## src/rtl/gcd_pkg.sv

```systemverilog
// Shared constants and controller/datapath interface types for the GCD block.
package gcd_pkg;

	localparam int OPERAND_BITS = 32;
	localparam int MAG_BITS     = OPERAND_BITS - 1;
	localparam int SHIFT_BITS   = $clog2(MAG_BITS + 1);

	// controller -> datapath
	typedef struct packed {
		logic load;   // capture operands of an accepted transaction
		logic step;   // one binary GCD reduction step
		logic emit;   // move the finished result into the output register
	} gcd_cmd_t;

	// datapath -> controller
	typedef struct packed {
		logic done;   // working magnitudes are equal
	} gcd_status_t;

endpackage

```

## src/rtl/gcd_datapath.sv

```systemverilog
// Datapath: working magnitudes, common power-of-two count and result register.
module gcd_datapath
	import gcd_pkg::*;
(
	input  logic                          clk,
	input  gcd_cmd_t                      cmd,
	output gcd_status_t                   status,
	input  logic signed [OPERAND_BITS-1:0] first_operand,
	input  logic signed [OPERAND_BITS-1:0] second_operand,
	output logic        [MAG_BITS-1:0]     divisor,
	output logic                           defined
);

	logic [MAG_BITS-1:0]   a_q, b_q;
	logic [SHIFT_BITS-1:0] k_q;
	logic                  def_q;
	logic [MAG_BITS-1:0]   divisor_q;
	logic                  defined_q;

	logic                  a_pos, b_pos, both_pos;
	logic                  a_gt;
	logic [MAG_BITS-1:0]   diff;

	// positive: sign clear and nonzero
	assign a_pos    = !first_operand[OPERAND_BITS-1] && (first_operand != '0);
	assign b_pos    = !second_operand[OPERAND_BITS-1] && (second_operand != '0);
	assign both_pos = a_pos && b_pos;

	assign a_gt = a_q > b_q;
	assign diff = a_gt ? (a_q - b_q) : (b_q - a_q);

	assign status.done = (a_q == b_q);

	always_ff @(posedge clk) begin
		if (cmd.load) begin
			// undefined case parks both at zero so the run ends at once with 0
			a_q   <= both_pos ? first_operand[MAG_BITS-1:0]  : '0;
			b_q   <= both_pos ? second_operand[MAG_BITS-1:0] : '0;
			k_q   <= '0;
			def_q <= both_pos;
		end else if (cmd.step) begin
			case ({a_q[0], b_q[0]})
				2'b00: begin
					a_q <= a_q >> 1;
					b_q <= b_q >> 1;
					k_q <= k_q + SHIFT_BITS'(1);
				end
				2'b01: begin
					a_q <= a_q >> 1;
				end
				2'b10: begin
					b_q <= b_q >> 1;
				end
				default: begin
					// both odd: difference is even, halve it
					if (a_gt) begin
						a_q <= diff >> 1;
					end else begin
						b_q <= diff >> 1;
					end
				end
			endcase
		end
		if (cmd.emit) begin
			divisor_q <= a_q << k_q;
			defined_q <= def_q;
		end
	end

	assign divisor = divisor_q;
	assign defined = defined_q;

endmodule

```

## src/rtl/gcd_control.sv

```systemverilog
// Controller: transaction handshakes, run sequencing and output valid.
module gcd_control
	import gcd_pkg::*;
(
	input  logic        clk,
	input  logic        arst_n,
	input  logic        in_valid,
	output logic        in_stall,
	output logic        out_valid,
	input  logic        out_stall,
	output gcd_cmd_t    cmd,
	input  gcd_status_t status
);

	localparam logic ST_IDLE = 1'b0;
	localparam logic ST_RUN  = 1'b1;

	logic state_q, state_d;
	logic out_valid_q;
	logic slot_free;
	logic accept;
	logic taken;

	assign in_stall  = (state_q != ST_IDLE);
	assign accept    = in_valid && !in_stall;
	assign slot_free = !out_valid_q || !out_stall;
	assign taken     = out_valid_q && !out_stall;

	always_comb begin
		state_d  = state_q;
		cmd.load = 1'b0;
		cmd.step = 1'b0;
		cmd.emit = 1'b0;
		unique case (state_q)
			ST_IDLE: begin
				if (accept) begin
					cmd.load = 1'b1;
					state_d  = ST_RUN;
				end
			end
			ST_RUN: begin
				if (!status.done) begin
					cmd.step = 1'b1;
				end else if (slot_free) begin
					cmd.emit = 1'b1;
					state_d  = ST_IDLE;
				end
			end
			default: begin
				state_d = ST_IDLE;
			end
		endcase
	end

	always_ff @(posedge clk or negedge arst_n) begin
		if (!arst_n) begin
			state_q     <= ST_IDLE;
			out_valid_q <= 1'b0;
		end else begin
			state_q <= state_d;
			if (cmd.emit) begin
				out_valid_q <= 1'b1;
			end else if (taken) begin
				out_valid_q <= 1'b0;
			end
		end
	end

	assign out_valid = out_valid_q;

endmodule

```

## src/rtl/greatest_common_divisor.sv

```systemverilog
// An accepted input is loaded, reduced by binary GCD steps until the magnitudes are equal,
// then emitted into the output register once it is free; undefined inputs need no steps.
// The single step unit holds one transaction at a time: input stalls while a run is busy.
// A new input is taken while the previous result still waits in the output register.
// Reset (arst_n low, asynchronous) clears the controller and the output valid only.
// Zero or negative operands give divisor 0 with defined clear.
module greatest_common_divisor
	import gcd_pkg::*;
(
	input  logic                           clk,
	input  logic                           arst_n,
	// input transaction
	input  logic                           in_valid,
	output logic                           in_stall,
	input  logic signed [OPERAND_BITS-1:0] first_operand,
	input  logic signed [OPERAND_BITS-1:0] second_operand,
	// output transaction
	output logic                           out_valid,
	input  logic                           out_stall,
	output logic        [MAG_BITS-1:0]     divisor,
	output logic                           defined
);

	gcd_cmd_t    cmd;
	gcd_status_t status;

	// Controller: idle -> run (one binary GCD step per cycle) -> emit into output register.
	gcd_control u_ctrl (
		.clk       (clk),
		.arst_n    (arst_n),
		.in_valid  (in_valid),
		.in_stall  (in_stall),
		.out_valid (out_valid),
		.out_stall (out_stall),
		.cmd       (cmd),
		.status    (status)
	);

	// Datapath: two magnitudes reduced by halving or halved difference until
	// equal; the common factor of two is counted and shifted back at the end.
	gcd_datapath u_dp (
		.clk            (clk),
		.cmd            (cmd),
		.status         (status),
		.first_operand  (first_operand),
		.second_operand (second_operand),
		.divisor        (divisor),
		.defined        (defined)
	);

endmodule

```

## config.mk

```make
export PLATFORM = sky130hd
export DESIGN_NAME = greatest_common_divisor
export DESIGN_NICKNAME = d
export VERILOG_FILES = /design/src/rtl/gcd_pkg.sv /design/src/rtl/gcd_datapath.sv /design/src/rtl/gcd_control.sv /design/src/rtl/greatest_common_divisor.sv
export SDC_FILE = /design/constraint.sdc
export NUM_CORES = 1
export LEC_CHECK = 0
export BUFFER_PORTS_ARGS = -buffer_cell sky130_fd_sc_hd__buf_2
export CAP_MARGIN = 40
export CORE_MARGIN = 5
export CORE_UTILIZATION = 50
export CTS_CLUSTER_SIZE = 25
export DETAILED_ROUTE_END_ITERATION = 8
export GPL_TIMING_DRIVEN = 0
export PLACE_DENSITY_LB_ADDON = 0.3
export SKIP_LAST_GASP = 1
export SLEW_MARGIN = 20
export SYNTH_ARGS = -nofsm -noshare
export SYNTH_HDL_FRONTEND = slang
export SYNTH_SLANG_ARGS = --single-unit
```

## constraint.sdc

```tcl
create_clock -name clk -period 5.65 [get_ports clk]
set_clock_uncertainty 0.1 [all_clocks]
set_input_delay 1.13 -clock clk [delete_from_list [all_inputs] [get_ports clk]]
set_output_delay 1.13 -clock clk [all_outputs]
set_load 0.01 [all_outputs]
```

==> results.cfg, run 1 <==
[placement]
dp_hpwl_um = 27100
gp_congestion = 1.00
portBuffers = 101
placed_area_sq_um = 10400

[run]
drv_cap = 0

[die]
start_util_pct = 50.8
io_pins = 102
floorplan.die.width_um = 148
dieArea_sq_um = 21900
die_y_um = 148
rows = 50
core-area_sq_um = 18700

[finish]
fillers = 1777
nets = 1386
final_layout_size_suffix_gt1_share_pct = 14.5
num_antenna_cells = 0
fin_util_pct = 57.0
finalInstanceArea_sq_um = 10700
sequential_cell_area_sq_um = 3000
multi_input_area_sq_um = 5860
syn_to_final_growth_pct = 12.1

[synthesis]
yosys_warnings = 0
synth_area_sq_um = 9510
yosysMostFrequentCell = nand2_1
synth_flop_cell = edfxtp_1
synth_top_area_share_pct = 30.0
syn-mean-instance-area_sq_um = 8.40
synthArstFlopShare_pct = 1.96
ys_top_cells_by_count = nand2_1 (130), o21ai_0 (120), a21oi_1 (102), edfxtp_1 (95), nor2_1 (81)
synth-seq-cells = 102
synth_cell_types = 72
syn_inst = 1133
yosysTopAreaCell = edfxtp_1
synth_nets = 1267
synthTopCellsByArea = edfxtp_1 (30%), ha_1 (8.4%), o21ai_0 (6.3%), mux2i_1 (5.9%), a21oi_1 (5.4%)
synth_edf_count = 95
seq_area_frac_synth_pct = 31.6

[grt]
grt_pass1_vias = 8945
antenna_found_initial = 0
grt_pass1_wl_um = 50200
grt_overflow = 0
grt_util_all_layers_pct = 29.8
grt_start_max_net_pins = 32

[min_path]
min_path_type = flop to flop

[clocking]
hold_buffers = 0
cts.sinks = 102
tritoncts = yes
cts_setup_buffers = 0
cts-resized-gates = 0
cts_root_buf = clkbuf_16
clkLatencyLatePin_ps = 360
path_clk_slew_ps = 80
clockBufferDepth = 2
numCtsBuffers = 9
htreeDepth = 3

[timing]
min_period_over_period_pct = 78.9
post-route-min-period_ps = 4460
max_freq_mhz = 224
hold_viol = 0
tightest_slew_ps = 829
report.final.slew_viol_count = 0
slew_headroom_pct = 44.6
setup_viol = 0
rsz0062_at_grt = false

[critical_path]
critPathCaptureType = flop
worstReg2RegStart = u_dp.a_q[6]$_DFFE_PP_
r2r_slack_ps = 1190
critPathLaunchType = flop
critPathArrivalTime_ps = 4350
crit_required_ps = 5540
r2r_end = u_dp.b_q[22]$_DFFE_PP_
crit_end = u_dp.b_q[22]$_DFFE_PP_
critPathKind = flop to flop
path_max_fanout = 31
critPathLaunch = u_dp.a_q[6]$_DFFE_PP_
rr_worst_depth = 11

[route]
num_vias = 9343
wl_per_cell_um = 22.2
drcViolationCount = 0
viasPerCell = 6.27
postRouteAntennaNets = 0
wirelength_um = 33100
drtIter0Drc = 782
drt_first_pass_iters = 5

[status]
outcome = finished, final reports clean
==> cell type report <==
class / instances / share of cell area [%]
Buffer: 77 / 3.46
Multi-Input combinational cell: 874 / 55.0
Clock inverter: 6 / 0.516
Timing Repair Buffer: 108 / 5.19
Clock buffer: 9 / 2.11
Sequential cell: 102 / 28.2
Inverter: 80 / 2.82
Tap cell: 234 / 2.75
==> cell families (layout without fill, tap and decap cells) <==
group | count (synthesis) | count (layout) | share of synthesized area [%]
AOI/OAI and AO/OA | 378 | 378 | 24.5
xor gates and xnor gates | 33 | 33 | 3.04
adders and majority gates | 66 | 66 | 8.84
buffers and inverters | 157 | 280 | 7.04
DFF | 102 | 102 | 31.6
muxes | 74 | 74 | 9.04
and+or+nand+nor | 323 | 323 | 16.0
==> per-stage QoR <==
stage / std cells / TNS, ps / setup slack (ps) / hold slack, ps
after CTS: 1489 / 0 / 1180 / 322
after detailed placement: 1474 / 0 / 1190 / 305
after global routing: 1490 / 0 / 1070 / 359
final: 1490 / 0 / 1190 / 324
after global placement: 1468 / -106890 / -1860 / 302
after floorplan: 1133 / 0 / 120 / 300
==> worst min-delay path by stage <==
stage / end / cells past startpoint / from / slack (ps)
final: u_dp.defined$_DFFE_PP_ / 0 / u_dp.def_q$_DFFE_PP_ / 320
after global routing: u_dp.defined$_DFFE_PP_ / 0 / u_dp.def_q$_DFFE_PP_ / 360
after global placement: u_dp.defined$_DFFE_PP_ / 0 / u_dp.def_q$_DFFE_PP_ / 300
after CTS: u_dp.defined$_DFFE_PP_ / 0 / u_dp.def_q$_DFFE_PP_ / 320
after floorplan: u_dp.defined$_DFFE_PP_ / 0 / u_dp.def_q$_DFFE_PP_ / 300
after detailed placement: u_dp.defined$_DFFE_PP_ / 0 / u_dp.def_q$_DFFE_PP_ / 310
==> critical path, stage by stage (launching register included) <==
cell and delay (ps):
edfxtp_1 550, ha_1 490, nand2_1 230, nor4_1 600
nand3b_2 260, nor2b_4 200, a31oi_2 200, nand2_2 120
buf_6 190, buf_2 230, a211o_1 300, nand2_2 600
==> per-layer routing <==
layer,GRT usage (%),vias up,part of all wire (%)
li1,-,4370,-
met1,41.6,4371,41
met2,47.5,523,45
met3,3.86,79,10
met4,11.2,0,3.7
met5,0,-,0
==> state kept, by name, indices dropped and copies added (netlist names) <==
register          cells
u_ctrl.out_valid      1
u_dp.b_q             31
u_dp.a_q             31
u_ctrl.in_stall       1
u_dp.def_q            1
u_dp.divisor         31
u_dp.defined          1
u_dp.k_q              5
==> cell usage in the layout, fill, tap and decap left out, types with 10 or more instances in the layout <==
master    instances
a21o_1           44
a21oi_1         102
a32oi_1          11
buf_1            12
buf_2           117
clkbuf_1         39
edfxtp_1         95
ha_1             64
inv_1            78
mux2i_1          56
nand2_1         129
nand4_1          17
nor2_1           81
nor3_1           16
nor4_1           19
o211ai_1         11
o21ai_0         120
o22ai_1          12
xnor2_1          23
xor2_1           10
Power of run 1 is left out: the tool's default activity adds up to more than one toggle a clock period on the data nets, which glitch-free logic cannot reach.
==> run 2, diff against run 1 <==
clock period = 4.5 ns   (was 5.65 ns; I/O delays follow)
==> run 2 against run 1 <==
Against the previous run: routed wire length shrank 4.1%; final cell count decreased by 0.20%; global-route usage decreased by 1.2 points; critical path depth up 1.
==> results.cfg, run 2 (synthesis results as in run 1) <==
[status]
outcome = finished, final reports clean

[grt]
grt_pass1_vias = 8912
grt_overflow = 0
grt_start_max_net_pins = 32
grt_pass1_wl_um = 48800
grt_util_all_layers_pct = 28.6
antenna_found_initial = 0

[placement]
dp_slack_ps = 188
portBuffers = 101
dp_hpwl_um = 25500
gp_congestion = 1.04
placed_area_sq_um = 10400

[critical_path]
r2r_end = u_dp.b_q[25]$_DFFE_PP_
critPathSlowestCell = nor4_1
crit_required_ps = 4390
critPathLaunch = u_dp.a_q[7]$_DFFE_PP_
path_buf_inv = 3
worstReg2RegStart = u_dp.a_q[7]$_DFFE_PP_
path_max_fanout = 31
rr_worst_depth = 12
critPathLaunchType = flop
max_stage_delay_ps = 610
critPathKind = flop to flop
crit_chain = ha_1 > buf_2 > nand2_1 > nor4_1 > nand3b_2 > nor2b_4 > a31oi_2 > nand2_2 > buf_6 > buf_2 > a211o_1 > nand2_2
critPathArrivalTime_ps = 4280
crit_family = simple AND/OR/NAND/NOR gates
critPathCaptureType = flop
r2r_slack_ps = 110

[finish]
syn_to_final_growth_pct = 12.2
fin_util_pct = 57.0
nets = 1383
multi_input_area_sq_um = 5870
mostFrequentLayoutCell = nand2_1
layout_common_cells = nand2_1 (129), o21ai_0 (120), buf_2 (113), a21oi_1 (102), edfxtp_1 (95)
num_antenna_cells = 0
finalInstanceArea_sq_um = 10700
sequential_cell_area_sq_um = 3000
final_layout_size_suffix_gt1_share_pct = 14.3
fillers = 1706

[die]
die_y_um = 148
dieArea_sq_um = 21900
floorplan.die.width_um = 148
io_pins = 102
rows = 50
start_util_pct = 50.8
core-area_sq_um = 18700

[clocking]
tritoncts = yes
cts_setup_buffers = 0
cts.sinks = 102
htreeDepth = 3
numCtsBuffers = 9
clkLatencyLatePin_ps = 360
cts-resized-gates = 0
path_clk_slew_ps = 80
clockBufferDepth = 2
hold_buffers = 0
cts_root_buf = clkbuf_16

[timing]
tightest_slew_ps = 881
post-route-min-period_ps = 4390
rsz0062_at_grt = false
min_period_over_period_pct = 97.6
max_freq_mhz = 228
slew_headroom_pct = 40.7
report.final.slew_viol_count = 0
setup_viol = 0
worst_slack_ps = 107
hold_viol = 0

[route]
drt_first_pass_iters = 6
num_vias = 9288
viasPerCell = 6.25
postRouteAntennaNets = 0
wirelength_um = 31800
drcViolationCount = 0
drtIter0Drc = 844
wl_per_cell_um = 21.4

[run]
drv_cap = 0

[min_path]
min_path_type = input pin to async pin
## run 2: cell count changes in the layout (fill, tap and decap cells not counted)
cell | previous run | this run
buf_2 | 117 | 113
buf_8 | 0 | 2
buf_4 | 9 | 10
buf_6 | 6 | 5
clkbuf_2 | 2 | 1
clkinv_4 | 1 | 2
clkinvlp_4 | 2 | 1
inv_6 | 1 | 2
inv_8 | 2 | 1
nor4b_2 | 1 | 0
nor4b_4 | 0 | 1
## run 2: layer usage
| layer | share of wire (%) | GRT usage [%] |
|---|---|---|
| met4 | 3.9 | 10.6 |
| met5 | 0 | 0 |
| met2 | 44 | 45.1 |
| met3 | 10 | 4.72 |
| met1 | 42 | 39.8 |
## run 2: worst max path at each step
stage / endpoint / slack (ps) / cells after the start
after detailed placement: u_dp.b_q[26]$_DFFE_PP_ / 190 / 12
after floorplan: u_dp.a_q[0]$_DFFE_PP_ / 300 / 12
after global placement: u_dp.a_q[28]$_DFFE_PP_ / -1080 / 12
after global routing: u_dp.b_q[21]$_DFFE_PP_ / 20 / 12
final: u_dp.b_q[25]$_DFFE_PP_ / 110 / 12
after CTS: u_dp.b_q[21]$_DFFE_PP_ / 170 / 12
## run 2: layout make-up
type,count,area share [%]
repair buffers,105,5.20
plain buffers,77,3.46
clock inverters,6,0.504
inverters,80,2.81
multi-input cells,874,55.0
clock buffers,9,2.11
well taps,234,2.74
flip-flops and latches,102,28.1
## run 2: metrics by stage
stage / hold slack (ps) / std cells / TNS (ps)
2_1_floorplan: 300 / 1133 / 0
3_3_place_gp: 301 / 1468 / -58910
3_5_place_dp: 315 / 1472 / 0
4_1_cts: 209 / 1487 / 0
5_1_grt: 209 / 1487 / 0
6_report: 217 / 1487 / 0
## run 2: worst register-to-register path, cell delays in order, from the launching register on
cell and delay [ps]:
edfxtp_1 540, ha_1 340, buf_2 170, nand2_1 170
nor4_1 610, nand3b_2 250, nor2b_4 190, a31oi_2 200
nand2_2 110, buf_6 180, buf_2 230, a211o_1 300
nand2_2 600
Power of run 2 is left out for the same reason.
